$ cat config.mk
export PLATFORM = sky130hd
export DESIGN_NAME = regex_pattern_token_expander
export DESIGN_NICKNAME = d
export VERILOG_FILES = /design/src/rtl/core/rpte_pkg.sv /design/src/rtl/core/rpte_range_unit.sv /design/src/rtl/core/rpte_seq.sv /design/src/rtl/core/regex_pattern_token_expander.sv
export SDC_FILE = /design/constraint.sdc
export NUM_CORES = 1
export LEC_CHECK = 0
export BUFFER_PORTS_ARGS = -buffer_cell sky130_fd_sc_hd__buf_4
export CAP_MARGIN = 0
export CORE_MARGIN = 2
export CORE_UTILIZATION = 60
export DETAILED_ROUTE_END_ITERATION = 10
export MAX_ROUTING_LAYER = met4
export PLACE_DENSITY = 0.81
export SLEW_MARGIN = 20
export SYNTH_ARGS = -nofsm -noshare
export SYNTH_HDL_FRONTEND = slang
export SYNTH_SLANG_ARGS = --single-unit
$ cat constraint.sdc
create_clock -name clk -period 5.6 [get_ports clk]
set_input_delay 0.56 -clock clk [delete_from_list [all_inputs] [get_ports clk]]
set_output_delay 0.56 -clock clk [all_outputs]
set_load 0.05 [all_outputs]
$ cat src/rtl/core/rpte_pkg.sv
// shared types, codes and helpers of the regex pattern token expander
package rpte_pkg;

  localparam int NUM_REGS     = 7;
  localparam int REG_IDX_W    = $clog2(NUM_REGS);
  localparam int MAX_SPAN_DEF = 31;

  localparam logic [7:0] REG_RESET [NUM_REGS] = '{8'd21, 8'd1, 8'd2, 8'd3, 8'd4, 8'd5, 8'd6};

  // register indexes
  localparam logic [REG_IDX_W-1:0] REG_ANY       = REG_IDX_W'(0);
  localparam logic [REG_IDX_W-1:0] REG_PLUS      = REG_IDX_W'(1);
  localparam logic [REG_IDX_W-1:0] REG_QUESTION  = REG_IDX_W'(2);
  localparam logic [REG_IDX_W-1:0] REG_STAR      = REG_IDX_W'(3);
  localparam logic [REG_IDX_W-1:0] REG_ALTERNATE = REG_IDX_W'(4);
  localparam logic [REG_IDX_W-1:0] REG_OPEN      = REG_IDX_W'(5);
  localparam logic [REG_IDX_W-1:0] REG_CLOSE     = REG_IDX_W'(6);

  // pattern characters
  localparam logic [7:0] CH_SPACE    = 8'h20;
  localparam logic [7:0] CH_BSLASH   = 8'h5c;
  localparam logic [7:0] CH_LBRACKET = 8'h5b;
  localparam logic [7:0] CH_RBRACKET = 8'h5d;
  localparam logic [7:0] CH_DASH     = 8'h2d;
  localparam logic [7:0] CH_D        = 8'h64;
  localparam logic [7:0] CH_ZERO     = 8'h30;
  localparam logic [7:0] CH_NINE     = 8'h39;
  localparam logic [7:0] CH_DOT      = 8'h2e;
  localparam logic [7:0] CH_PLUS     = 8'h2b;
  localparam logic [7:0] CH_QUESTION = 8'h3f;
  localparam logic [7:0] CH_STAR     = 8'h2a;
  localparam logic [7:0] CH_BAR      = 8'h7c;
  localparam logic [7:0] CH_LPAREN   = 8'h28;
  localparam logic [7:0] CH_RPAREN   = 8'h29;

  localparam logic [7:0] TOK_TERM = 8'h00;

  typedef enum logic [1:0] {
    ST_OK         = 2'd0,
    ST_BAD_ESCAPE = 2'd1,
    ST_BAD_RANGE  = 2'd2,
    ST_TOO_WIDE   = 2'd3
  } status_t;

  typedef enum logic [1:0] {
    MODE_NORMAL = 2'd0,
    MODE_ESCAPE = 2'd1,
    MODE_RANGE  = 2'd2,
    MODE_SKIP   = 2'd3
  } mode_t;

  typedef enum logic [3:0] {
    S_IDLE,
    S_DECODE,
    S_CHECK,
    S_OPEN,
    S_MEMBER,
    S_ALT,
    S_CLOSE,
    S_SINGLE,
    S_FINISH,
    S_TERM
  } state_t;

  typedef enum logic [1:0] {
    UOP_NONE,
    UOP_LOAD,
    UOP_INC
  } uop_t;

  typedef struct packed {
    uop_t       op;
    logic [7:0] lo;
    logic [7:0] hi;
  } ucmd_t;

  typedef struct packed {
    logic [7:0] cur;     // current range member
    logic       at_end;  // current member equals range end
    logic       borrow;  // range start above range end
    logic       wide;    // member count above the span limit
  } ustat_t;

  typedef struct packed {
    logic       valid;
    logic [7:0] token;
    logic       last;
    status_t    status;
  } emit_t;

  typedef struct packed {
    logic [7:0] any;
    logic [7:0] plus;
    logic [7:0] question;
    logic [7:0] star;
    logic [7:0] alternate;
    logic [7:0] open;
    logic [7:0] close;
  } codes_t;

  function automatic logic [7:0] map_plain(input logic [7:0] b, input codes_t codes);
    logic [7:0] r;
    case (b)
      CH_DOT:      r = codes.any;
      CH_PLUS:     r = codes.plus;
      CH_QUESTION: r = codes.question;
      CH_STAR:     r = codes.star;
      CH_BAR:      r = codes.alternate;
      CH_LPAREN:   r = codes.open;
      CH_RPAREN:   r = codes.close;
      default:     r = b;
    endcase
    return r;
  endfunction

endpackage

$ cat src/rtl/core/rpte_range_unit.sv
// shared range unit: member counter with one adder for span check and stepping
module rpte_range_unit import rpte_pkg::*; #(
  parameter int MAX_SPAN = MAX_SPAN_DEF
) (
  input  logic   clk,
  input  ucmd_t  cmd,
  output ustat_t stat
);

  logic [7:0] cur;
  logic [7:0] hi;
  logic [7:0] opa;
  logic [7:0] opb;
  logic [8:0] sum;

  // inc: cur + 1, otherwise hi - cur
  always_comb begin
    case (cmd.op)
      UOP_INC: begin
        opa = cur;
        opb = 8'h00;
      end
      default: begin
        opa = hi;
        opb = ~cur;
      end
    endcase
    sum = {1'b0, opa} + {1'b0, opb} + 9'd1;
  end

  always_ff @(posedge clk) begin
    case (cmd.op)
      UOP_LOAD: begin
        cur <= cmd.lo;
        hi  <= cmd.hi;
      end
      UOP_INC: cur <= sum[7:0];
      default: ;
    endcase
  end

  assign stat.cur    = cur;
  assign stat.at_end = (cur == hi);
  assign stat.borrow = ~sum[8];
  assign stat.wide   = (sum[7:0] >= 8'(MAX_SPAN));

endmodule

$ cat src/rtl/core/rpte_seq.sv
// parse sequencer: decodes pattern bytes and steps token emission
module rpte_seq import rpte_pkg::*; (
  input  logic       clk,
  input  logic       rst,
  input  logic       in_valid,
  output logic       in_ready,
  input  logic [7:0] in_byte,
  input  logic       in_end,
  input  codes_t     codes,
  input  logic       out_free,
  output emit_t      emit,
  output ucmd_t      ucmd,
  input  ustat_t     ustat
);

  state_t     state, state_next;
  mode_t      mode, mode_next;
  logic [1:0] range_pos, range_pos_next;
  logic [7:0] range_bytes [3];
  logic       rb_we;
  logic [7:0] byte_reg, byte_next;
  logic       last_reg, last_next;
  logic [7:0] hold_tok, hold_tok_next;
  status_t    hold_st, hold_st_next;

  always_ff @(posedge clk) begin
    if (rst) begin
      state     <= S_IDLE;
      mode      <= MODE_NORMAL;
      range_pos <= 2'd0;
    end else begin
      state     <= state_next;
      mode      <= mode_next;
      range_pos <= range_pos_next;
    end
  end

  always_ff @(posedge clk) begin
    byte_reg <= byte_next;
    last_reg <= last_next;
    hold_tok <= hold_tok_next;
    hold_st  <= hold_st_next;
    if (rb_we) begin
      range_bytes[range_pos] <= byte_reg;
    end
  end

  always_comb begin
    state_next     = state;
    mode_next      = mode;
    range_pos_next = range_pos;
    byte_next      = byte_reg;
    last_next      = last_reg;
    hold_tok_next  = hold_tok;
    hold_st_next   = hold_st;
    rb_we          = 1'b0;
    in_ready       = 1'b0;
    emit           = '{valid: 1'b0, token: TOK_TERM, last: 1'b0, status: ST_OK};
    ucmd           = '{op: UOP_NONE, lo: 8'h00, hi: 8'h00};

    case (state)
      S_IDLE: begin
        in_ready = 1'b1;
        if (in_valid) begin
          byte_next  = in_byte;
          last_next  = in_end;
          state_next = S_DECODE;
        end
      end

      S_DECODE: begin
        state_next = S_FINISH;
        case (mode)
          MODE_NORMAL: begin
            if (byte_reg == CH_BSLASH) begin
              mode_next = MODE_ESCAPE;
            end else if (byte_reg == CH_LBRACKET) begin
              mode_next      = MODE_RANGE;
              range_pos_next = 2'd0;
            end else begin
              hold_tok_next = map_plain(byte_reg, codes);
              hold_st_next  = ST_OK;
              state_next    = S_SINGLE;
            end
          end
          MODE_ESCAPE: begin
            mode_next = MODE_NORMAL;
            if (byte_reg == CH_D) begin
              ucmd       = '{op: UOP_LOAD, lo: CH_ZERO, hi: CH_NINE};
              state_next = S_CHECK;
            end else begin
              hold_tok_next = byte_reg;
              hold_st_next  = ST_OK;
              state_next    = S_SINGLE;
            end
          end
          MODE_RANGE: begin
            if (range_pos != 2'd3) begin
              rb_we          = 1'b1;
              range_pos_next = range_pos + 2'd1;
            end else begin
              range_pos_next = 2'd0;
              mode_next      = MODE_NORMAL;
              if (byte_reg != CH_RBRACKET || range_bytes[1] != CH_DASH ||
                  range_bytes[0] <= CH_SPACE) begin
                hold_tok_next = TOK_TERM;
                hold_st_next  = ST_BAD_RANGE;
                mode_next     = MODE_SKIP;
                state_next    = S_SINGLE;
              end else begin
                ucmd       = '{op: UOP_LOAD, lo: range_bytes[0], hi: range_bytes[2]};
                state_next = S_CHECK;
              end
            end
          end
          default: ;
        endcase
      end

      // unit holds start and end; its adder gives end - start
      S_CHECK: begin
        if (ustat.borrow) begin
          hold_tok_next = TOK_TERM;
          hold_st_next  = ST_BAD_RANGE;
          mode_next     = MODE_SKIP;
          state_next    = S_SINGLE;
        end else if (ustat.wide) begin
          hold_tok_next = TOK_TERM;
          hold_st_next  = ST_TOO_WIDE;
          mode_next     = MODE_SKIP;
          state_next    = S_SINGLE;
        end else begin
          state_next = S_OPEN;
        end
      end

      S_OPEN: begin
        if (out_free) begin
          emit       = '{valid: 1'b1, token: codes.open, last: 1'b0, status: ST_OK};
          state_next = S_MEMBER;
        end
      end

      S_MEMBER: begin
        if (out_free) begin
          emit       = '{valid: 1'b1, token: ustat.cur, last: 1'b0, status: ST_OK};
          state_next = ustat.at_end ? S_CLOSE : S_ALT;
        end
      end

      S_ALT: begin
        if (out_free) begin
          emit       = '{valid: 1'b1, token: codes.alternate, last: 1'b0, status: ST_OK};
          ucmd       = '{op: UOP_INC, lo: 8'h00, hi: 8'h00};
          state_next = S_MEMBER;
        end
      end

      S_CLOSE: begin
        if (out_free) begin
          emit       = '{valid: 1'b1, token: codes.close, last: ~last_reg, status: ST_OK};
          state_next = S_FINISH;
        end
      end

      S_SINGLE: begin
        if (out_free) begin
          emit       = '{valid: 1'b1, token: hold_tok, last: ~last_reg, status: hold_st};
          state_next = S_FINISH;
        end
      end

      S_FINISH: begin
        if (!last_reg) begin
          state_next = S_IDLE;
        end else if (mode == MODE_ESCAPE || mode == MODE_RANGE) begin
          if (out_free) begin
            emit = '{valid: 1'b1, token: TOK_TERM, last: 1'b0,
                     status: (mode == MODE_ESCAPE) ? ST_BAD_ESCAPE : ST_BAD_RANGE};
            state_next = S_TERM;
          end
        end else begin
          state_next = S_TERM;
        end
      end

      S_TERM: begin
        if (out_free) begin
          emit           = '{valid: 1'b1, token: TOK_TERM, last: 1'b1, status: ST_OK};
          mode_next      = MODE_NORMAL;
          range_pos_next = 2'd0;
          state_next     = S_IDLE;
        end
      end

      default: state_next = S_IDLE;
    endcase
  end

`ifndef SYNTHESIS
  a_no_overwrite: assert property (@(posedge clk) disable iff (rst)
    emit.valid |-> out_free)
    else $error("token pushed while output register is full");

  a_error_shape: assert property (@(posedge clk) disable iff (rst)
    emit.valid && emit.status != ST_OK |-> emit.token == TOK_TERM && emit.last != last_reg)
    else $error("error result has wrong token or last flag");

  a_term_resets: assert property (@(posedge clk) disable iff (rst)
    emit.valid && emit.last && last_reg |=> mode == MODE_NORMAL && range_pos == 2'd0)
    else $error("pattern end did not return parser to normal");

  a_term_token: assert property (@(posedge clk) disable iff (rst)
    emit.valid && emit.last && last_reg |-> emit.token == TOK_TERM && emit.status == ST_OK)
    else $error("final result of a pattern is not the terminator");

  a_accept_decode: assert property (@(posedge clk) disable iff (rst)
    in_valid && in_ready |=> state == S_DECODE && !in_ready)
    else $error("accepted byte not decoded next");
`endif

endmodule

$ cat src/rtl/core/regex_pattern_token_expander.sv
// Regex pattern token expander: takes one pattern byte per transaction on the
// s_axis side and emits token codes on the m_axis side, one per cycle at most.
// A plain byte goes through accept, decode, emit and wrap-up steps; a range
// or \d is expanded member by member, as the sequencer emits one token per
// cycle through a single output register while the output does not stall,
// and steps members with one shared adder. The pattern end adds a terminator;
// an error that it reports goes out in the wrap-up step. s_axis_tready is
// high only while the sequencer is idle; an output stall holds the sequencer.
// No clearing pass is needed after reset.
module regex_pattern_token_expander import rpte_pkg::*; #(
  parameter int MAX_SPAN = MAX_SPAN_DEF
) (
  input  logic                 clk,
  input  logic                 rst,
  input  logic                 s_axis_tvalid,
  output logic                 s_axis_tready,
  input  logic [7:0]           s_axis_tdata,   // [7:0] pattern_byte
  input  logic                 s_axis_tlast,   // pattern_end
  output logic                 m_axis_tvalid,
  input  logic                 m_axis_tready,
  output logic [7:0]           m_axis_tdata,   // [7:0] token
  output logic                 m_axis_tlast,   // token_last
  output logic [1:0]           m_axis_tuser,   // [1:0] status
  input  logic                 cfg_we,
  input  logic [REG_IDX_W-1:0] cfg_index,
  input  logic [7:0]           cfg_data
);

  logic [7:0] code_regs [NUM_REGS];
  codes_t     codes;
  emit_t      emit;
  ucmd_t      ucmd;
  ustat_t     ustat;
  logic       out_free;

  always_ff @(posedge clk) begin
    if (rst) begin
      for (int i = 0; i < NUM_REGS; i++) begin
        code_regs[i] <= REG_RESET[i];
      end
    end else if (cfg_we && cfg_index < REG_IDX_W'(NUM_REGS)) begin
      code_regs[cfg_index] <= cfg_data;
    end
  end

  assign codes = '{any:       code_regs[REG_ANY],
                   plus:      code_regs[REG_PLUS],
                   question:  code_regs[REG_QUESTION],
                   star:      code_regs[REG_STAR],
                   alternate: code_regs[REG_ALTERNATE],
                   open:      code_regs[REG_OPEN],
                   close:     code_regs[REG_CLOSE]};

  assign out_free = ~m_axis_tvalid | m_axis_tready;

  rpte_seq u_seq (
    .clk      (clk),
    .rst      (rst),
    .in_valid (s_axis_tvalid),
    .in_ready (s_axis_tready),
    .in_byte  (s_axis_tdata),
    .in_end   (s_axis_tlast),
    .codes    (codes),
    .out_free (out_free),
    .emit     (emit),
    .ucmd     (ucmd),
    .ustat    (ustat)
  );

  rpte_range_unit #(
    .MAX_SPAN (MAX_SPAN)
  ) u_range (
    .clk  (clk),
    .cmd  (ucmd),
    .stat (ustat)
  );

  // output register
  always_ff @(posedge clk) begin
    if (rst) begin
      m_axis_tvalid <= 1'b0;
    end else if (emit.valid) begin
      m_axis_tvalid <= 1'b1;
    end else if (m_axis_tready) begin
      m_axis_tvalid <= 1'b0;
    end
  end

  always_ff @(posedge clk) begin
    if (emit.valid) begin
      m_axis_tdata <= emit.token;
      m_axis_tlast <= emit.last;
      m_axis_tuser <= emit.status;
    end
  end

endmodule
; ---- After elaboration in Yosys (flattened, before gate mapping)
; Memories as Yosys holds them, arrays and structs flattened.
; Cells that the tools add are included.
[totals]
ff_bits = 55
mem_bits_rw = 80
n_memories = 2
out_inout_bits = 13
[memory_table]
columns = name, depth, word_bits, read_ports, rd_clocked_by_memory_dff, write_ports, line_no
row1 = code_regs, 7, 8, 7, 0, 7, regex_pattern_token_expander.sv:29  ; logic [7:0] code_regs [NUM_REGS];
row2 = u_seq.range_bytes, 3, 8, 3, 0, 1, rpte_seq.sv:19  ; logic [7:0] range_bytes [3];
[classes]
addsub = 3
eq_ne = 43
mux = 86
bitwise_logic = 4
n_reduce_logical = 19
order_cmp = 3
[op_table]
columns = operator, n
row1 = two-way mux 12 bit, 9
row2 = one-hot mux 12 bit (7 select lines), 1
row3 = two-way mux 8 bit, 10
row4 = one-hot mux 18 bit (2 select lines), 2
row5 = one-hot mux 8 bit (7 select lines), 1
row6 = == test 8 x 6 -> 1 bit (second input constant), 6
row7 = two-way mux 4 bit, 12
row8 = two-way mux 18 bit, 2
row9 = two-way mux 2 bit, 18
row10 = two-way mux 17 bit, 2
row11 = == test 8 x 7 -> 1 bit (second input constant), 4
row12 = one-hot mux 4 bit (8 select lines), 1
row13 = one-hot mux 8 bit (2 select lines), 2
row14 = one-hot mux 8 bit (3 select lines), 1
row15 = one-hot mux 2 bit (3 select lines), 3
row16 = == test 4 x 3 -> 1 bit (second input constant), 4
row17 = two-way mux 1 bit, 14
row18 = two-way mux 3 bit, 4
row19 = inequality test 3 x 2 -> 1 bit (second input constant), 4
row20 = inequality test 3 bit (second input constant), 4
row21 = one-hot mux 2 bit (2 select lines), 3
row22 = one-hot mux 4 bit (3 select lines), 1
row23 = AND reduction 6 bit, 2
row24 = adder 8 x 8 -> 9 bit, 1
row25 = 31 further kinds, 47

; ---- Longest topological paths before layout
; An unclocked memory read counts as a cell.
[logic_depth]
word_depth = 16
depth_mapped = 19
mapped_depth_nobuf = 16

; ---- Hierarchy
; A second synthesis with hierarchy kept.
[unflattened]
hier_cells = 622
area_unflattened_um2 = 7198.2
[modules_own_cells]
columns = mod, area_per_inst_um2, n_inst, cells_per_inst, seq_area_each_um2
row1 = rpte_seq, 3447.1, 1, 333, 1451.4
row2 = regex_pattern_token_expander, 2561.2, 1, 179, 1951.9
row3 = rpte_range_unit, 1189.9, 1, 110, 480.5

; ---- Worst setup path before layout
; No wires, ideal clock.
[synth_timing]
path_kind = register to register
start = register u_seq.byte_reg[1]
end = register u_seq.hold_st[0] (enable)
t_arrival_ns = 4.431
path_stages_with_launch = 20
path_slack_ns = 0.789
path_buffers = 4
path_cell_list = edfxtp_1 clkbuf_2 nor4b_2 buf_2 nand3_1 o41a_1 nor2_2 inv_1 ha_1 buf_1 clkbuf_1 mux2i_1 ha_1 fa_1 nor2b_1 o31a_1 xnor2_1 o31ai_1 o31ai_1 a21oi_1
[synth_between]
elab_chain_len = 14
[synth_lines]
columns = item, line_no
row1 = from (decl), rpte_seq.sv:21  ; logic [7:0] byte_reg, byte_next;
row2 = from (signal assigned), rpte_seq.sv:39  ; byte_reg <= byte_next;
row3 = inequality test 8 x 7 -> 1 bit, rpte_seq.sv:104  ; if (byte_reg != CH_RBRACKET || range_bytes[1] != CH_DASH ||
row4 = logical OR 1 bit (2 in series), rpte_seq.sv:104
row5 = two-way mux 17 bit, rpte_seq.sv:104
row6 = two-way mux 18 bit, rpte_seq.sv:98  ; if (range_pos != 2'd3) begin
row7 = one-hot mux 18 bit (2 select lines), rpte_seq.sv:73  ; case (mode)
row8 = one-hot mux 18 bit (2 select lines), rpte_seq.sv:61  ; case (state)
row9 = == test 2 bit, rpte_range_unit.sv:18  ; case (cmd.op)
row10 = two-way mux 8 bit, rpte_range_unit.sv:18
row11 = adder 8 x 8 -> 9 bit, rpte_range_unit.sv:28  ; sum = {1'b0, opa} + {1'b0, opb} + 9'd1;
row12 = adder 9 x 1 -> 9 bit, rpte_range_unit.sv:28
row13 = >= comparator 8 x 5 -> 1 bit, rpte_range_unit.sv:45  ; assign stat.wide = (sum[7:0] >= 8'(MAX_SPAN));
row14 = inequality test 3 x 2 -> 1 bit (no line), n/a
row15 = AND reduction 8 bit (no line) *, n/a
row16 = to (signal assigned), rpte_seq.sv:42  ; hold_st <= hold_st_next;
row17 = to (decl), rpte_seq.sv:24  ; status_t hold_st, hold_st_next;
; Mark *: on every way between the ends. The rest lies on a longest branch, timed or not.
; A chain may end at the register's enable or synchronous reset.

; ---- Final worst setup path
[layout_timing]
start = register u_seq.state[2]
end = register u_seq.hold_tok[6] (enable)
[layout_between]
elab_chain_len = 9
[layout_lines]
columns = item, line_no
row1 = from (decl), rpte_seq.sv:16  ; state_t state, state_next;
row2 = from (signal assigned), rpte_seq.sv:32  ; state <= state_next;
row3 = == test 4 x 3 -> 1 bit / == test 4 x 1 -> 1 bit (equally long branches), rpte_seq.sv:61
row4 = one-hot mux 18 bit (2 select lines), rpte_seq.sv:61
row5 = == test 2 bit, rpte_range_unit.sv:18
row6 = two-way mux 8 bit, rpte_range_unit.sv:18
row7 = adder 8 x 8 -> 9 bit, rpte_range_unit.sv:28
row8 = adder 9 x 1 -> 9 bit, rpte_range_unit.sv:28
row9 = >= comparator 8 x 5 -> 1 bit, rpte_range_unit.sv:45
row10 = inequality test 3 x 2 -> 1 bit (no line), n/a
row11 = AND reduction 8 bit (no line) *, n/a
row12 = to (signal assigned), rpte_seq.sv:41  ; hold_tok <= hold_tok_next;
row13 = to (decl), rpte_seq.sv:23  ; logic [7:0] hold_tok, hold_tok_next;
; Marks and branches as above.

==> impl_metrics.tcl <==
set metrics [dict create \
    status "complete, no violations" \
    coreArea_mm2 0.0115 \
    h-tree-depth 4 \
    clk_pin_slew_ns 0.06 \
    slowest_stage "dfxtp_1" \
    reg_top3 "code_regs (56), u_seq.range_bytes (24)" \
    stdcell_count 823 \
    synth_warnings 0 \
    routed_via_density 6.56 \
    wl_met1_um 7440 \
    post_cts_buffers 0 \
    drtAntennaViolNets 0 \
    wl_met2_um 7920 \
    hpwl_um 13100 \
    routed.top_layer "met4" \
    fp.dieW_um 113 \
    final_cell_mix "edfxtp_1 (118), nor2_1 (90), buf_4 (46)" \
    ys_ff_latch 135 \
    nFillCells 790 \
    grt_setup_unrepaired "no" \
    nets 712 \
    vias 5401 \
    worstSetupEndpointType "flip-flop" \
    r2r_cells 15 \
    dr.pass1.iters 5 \
    cp.arrival_ns 5.13 \
    critPathCapture "u_seq.hold_tok[6]" \
    area_growth_pct 14.4 \
    diodes 0 \
    finalCritPeriodShare_pct 89.3 \
    grt_max_degree 22 \
    power_density_mw_per_mm2 421 \
    critPathMaxStageDelay_ns 0.63 \
    rrSetupSlack_ns 0.60 \
    setup_viol 0 \
    path_cells "nand2b_1, nor2_1, nand2_1, inv_1, ha_1, buf_4, mux2_2, ha_1, or2_2, o31a_1, xnor2_1, o31ai_1, o31ai_1, a21oi_1, buf_4" \
    cts_buffers 17 \
    wl_per_cell_um 22.0 \
    cts_sinks 135 \
    rr_startpoint "u_seq.state[2]" \
    gp_congestion 0.995 \
    fp.dieH_um 113 \
    grt_overflow 0 \
    largest_reg_flops 56 \
    drc 0 \
    synth_edf_count 118 \
    postSynthCellCount 632 \
    peakVddDrop_mv 0.343 \
    syn_nets 677 \
    initial_utilization_pct 61.8 \
    finalClockSkew_ns 0.00809 \
    synth-async-reset-ratio_pct 0 \
    io_buffers 37 \
    timing.setup.tns_ns 0 \
    cts-root-buf "clkbuf_16" \
    min-delay-path-class "input port to flip-flop" \
    first_iter_violations 727 \
    critical_path_class "flip-flop to flip-flop" \
    regMostFlops "code_regs" \
    slew_viol_final 0 \
    rows 39 \
    cap_viol_max_count 0 \
    netlist-cell-type-count 74 \
    cts_tree "done" \
    final_layout_size_suffix_gt1_share_pct 16.2 \
    cts_resized 0 \
    cts_buffer_depth 2 \
    ys_seq_area_share_pct 54.8 \
    num_io_pins 38 \
    postCtsHoldBufs 0 \
    grt_pass1_vias 5096 \
    hold_viol 0 \
    layout_min_cycle_time_ns 5.00 \
    final_common_cell "edfxtp_1" \
    postRouteWirelength_um 18100 \
    fmax_ghz 0.200 \
    track_usage_pct 30.7 \
    placed_cells 790 \
    worst_pin_slew_ns 0.930 \
    die_area_mm2 0.0127 \
    ys.flop_type "edfxtp_1" \
    p_leak_nw 2.98 \
    grt_pass1_wl_um 28500 \
    cp_max_fo 15 \
    critPathRequiredTime_ns 5.73 \
    startpoint "u_seq.state[2]" \
    antenna_found_initial 0 \
    insertion_delay_ns 0.42 \
    wl_met3_um 2140 \
    reg2reg_to "u_seq.hold_tok[6]" \
    max_slew_margin_pct 37.5 \
    start_kind "flip-flop" \
    netlist_area_mm2 0.00708 \
    avgSynthCellArea_um2 11.2 \
]
worst max-delay path, delay by kind of cell, from the launching register on:
family,cells,cell delay [ns]
xor gates and xnor gates,1,0.15
DFF,1,0.63
muxes,1,0.36
and+or+nand+nor,4,1.30
buffers and inverters,3,0.60
adders and majority gates,2,0.76
AOI/OAI and AO/OA,4,0.89
how the worst min path moves through the flow:
| stage | startpoint | to | slack [ns] | cells past startpoint |
|---|---|---|---|---|
| 2_1_floorplan | u_seq.byte_reg[0] | u_seq.range_bytes[0][0] | 0.46 | 0 |
| 3_3_place_gp | u_seq.range_bytes[2][2] | u_range.hi[2] | 0.51 | 1 |
| 5_1_grt | s_axis_tdata[4] | u_seq.byte_reg[4] | 0.30 | 1 |
| 4_1_cts | s_axis_tlast | u_seq.last_reg | 0.30 | 1 |
| 3_5_place_dp | u_seq.range_bytes[2][1] | u_range.hi[1] | 0.51 | 1 |
| 6_report | s_axis_tdata[0] | u_seq.byte_reg[0] | 0.31 | 1 |
stage by stage:
step                hold slack (ns)  util (%)  total power [mW]  setup slack, ns  instance area, um2
CTS                           0.300      70.5              3.39            0.653                8080
global placement              0.507      65.2              2.24            0.813                7480
floorplan                     0.458         -              2.00            0.789                7080
global route                  0.297      70.6              3.55            0.263                8100
detailed placement            0.507      65.2              2.26            0.679                7480
finish                        0.310      70.6              3.41            0.602                8100
power breakdown:
| group | internal, mW | leakage, nW | switching (mW) |
|---|---|---|---|
| logic | 0.334 | 1.45 | 0.568 |
| clock network | 0.704 | 0.280 | 0.424 |
| registers | 1.26 | 1.25 | 0.121 |
cell usage after synthesis, types with 3 or more instances:
master	number	area [um2]
and3b_1	3	26.3
and2_1	18	113
mux2i_1	18	180
nand2b_1	8	50.1
nor4b_1	3	26.3
buf_1	3	11.3
xnor2_1	12	105
buf_2	6	30.0
a221oi_1	9	78.8
o31ai_1	3	22.5
nor3b_1	3	22.5
nor2_1	90	338
o211ai_1	3	22.5
a22oi_1	18	135
a211oi_1	3	22.5
nand4_1	8	50.1
dfxtp_1	17	340
or2_2	4	25.0
a21oi_1	30	150
or3_1	5	31.3
nand2_1	44	165
edfxtp_1	118	3540
nand3_1	19	95.1
a31oi_1	4	25.0
mux2_2	9	101
a21o_1	9	67.6
nor3_1	8	40.0
o2111ai_1	4	35.0
o21ai_0	16	80.1
inv_1	25	93.8
clkbuf_1	19	71.3
mux4_2	8	180
a32oi_1	4	35.0
nor2b_1	10	62.6
and3_1	6	37.5
ha_1	19	238
cell families (layout without fill, tap and decap cells):
logic type               after synthesis  in the layout  share of synthesized area, %
AO/OA/AOI/OAI                        126            126                          12.5
adder cells (fa/ha/maj)               20             20                          3.64
buffers and inverters                 57            105                          3.22
XOR/XNOR                              13             13                          1.61
flip-flops                           135            135                          54.8
AND/OR/NAND/NOR                      246            246                          17.7
multiplexers                          35             35                          6.52
layer usage:
layer | up-vias | global-route usage [%]
met2 | 335 | 43.0
met4 | 0 | 12.8
met1 | 2586 | 43.0
li1 | 2431 | -
met3 | 49 | 7.94
met5 | - | -
area by class of cell:
class / count / area, um2 / share of cell area, %
clock inverters: 13 / 173 / 2.13
inverters: 26 / 97.6 / 1.21
multi-input cells: 440 / 2980 / 36.8
well taps: 143 / 179 / 2.21
flip-flops and latches: 135 / 3880 / 48.0
repair buffers: 47 / 350 / 4.33
clock buffers: 19 / 433 / 5.35
Note: power is estimated with default switching activity, not from simulation.
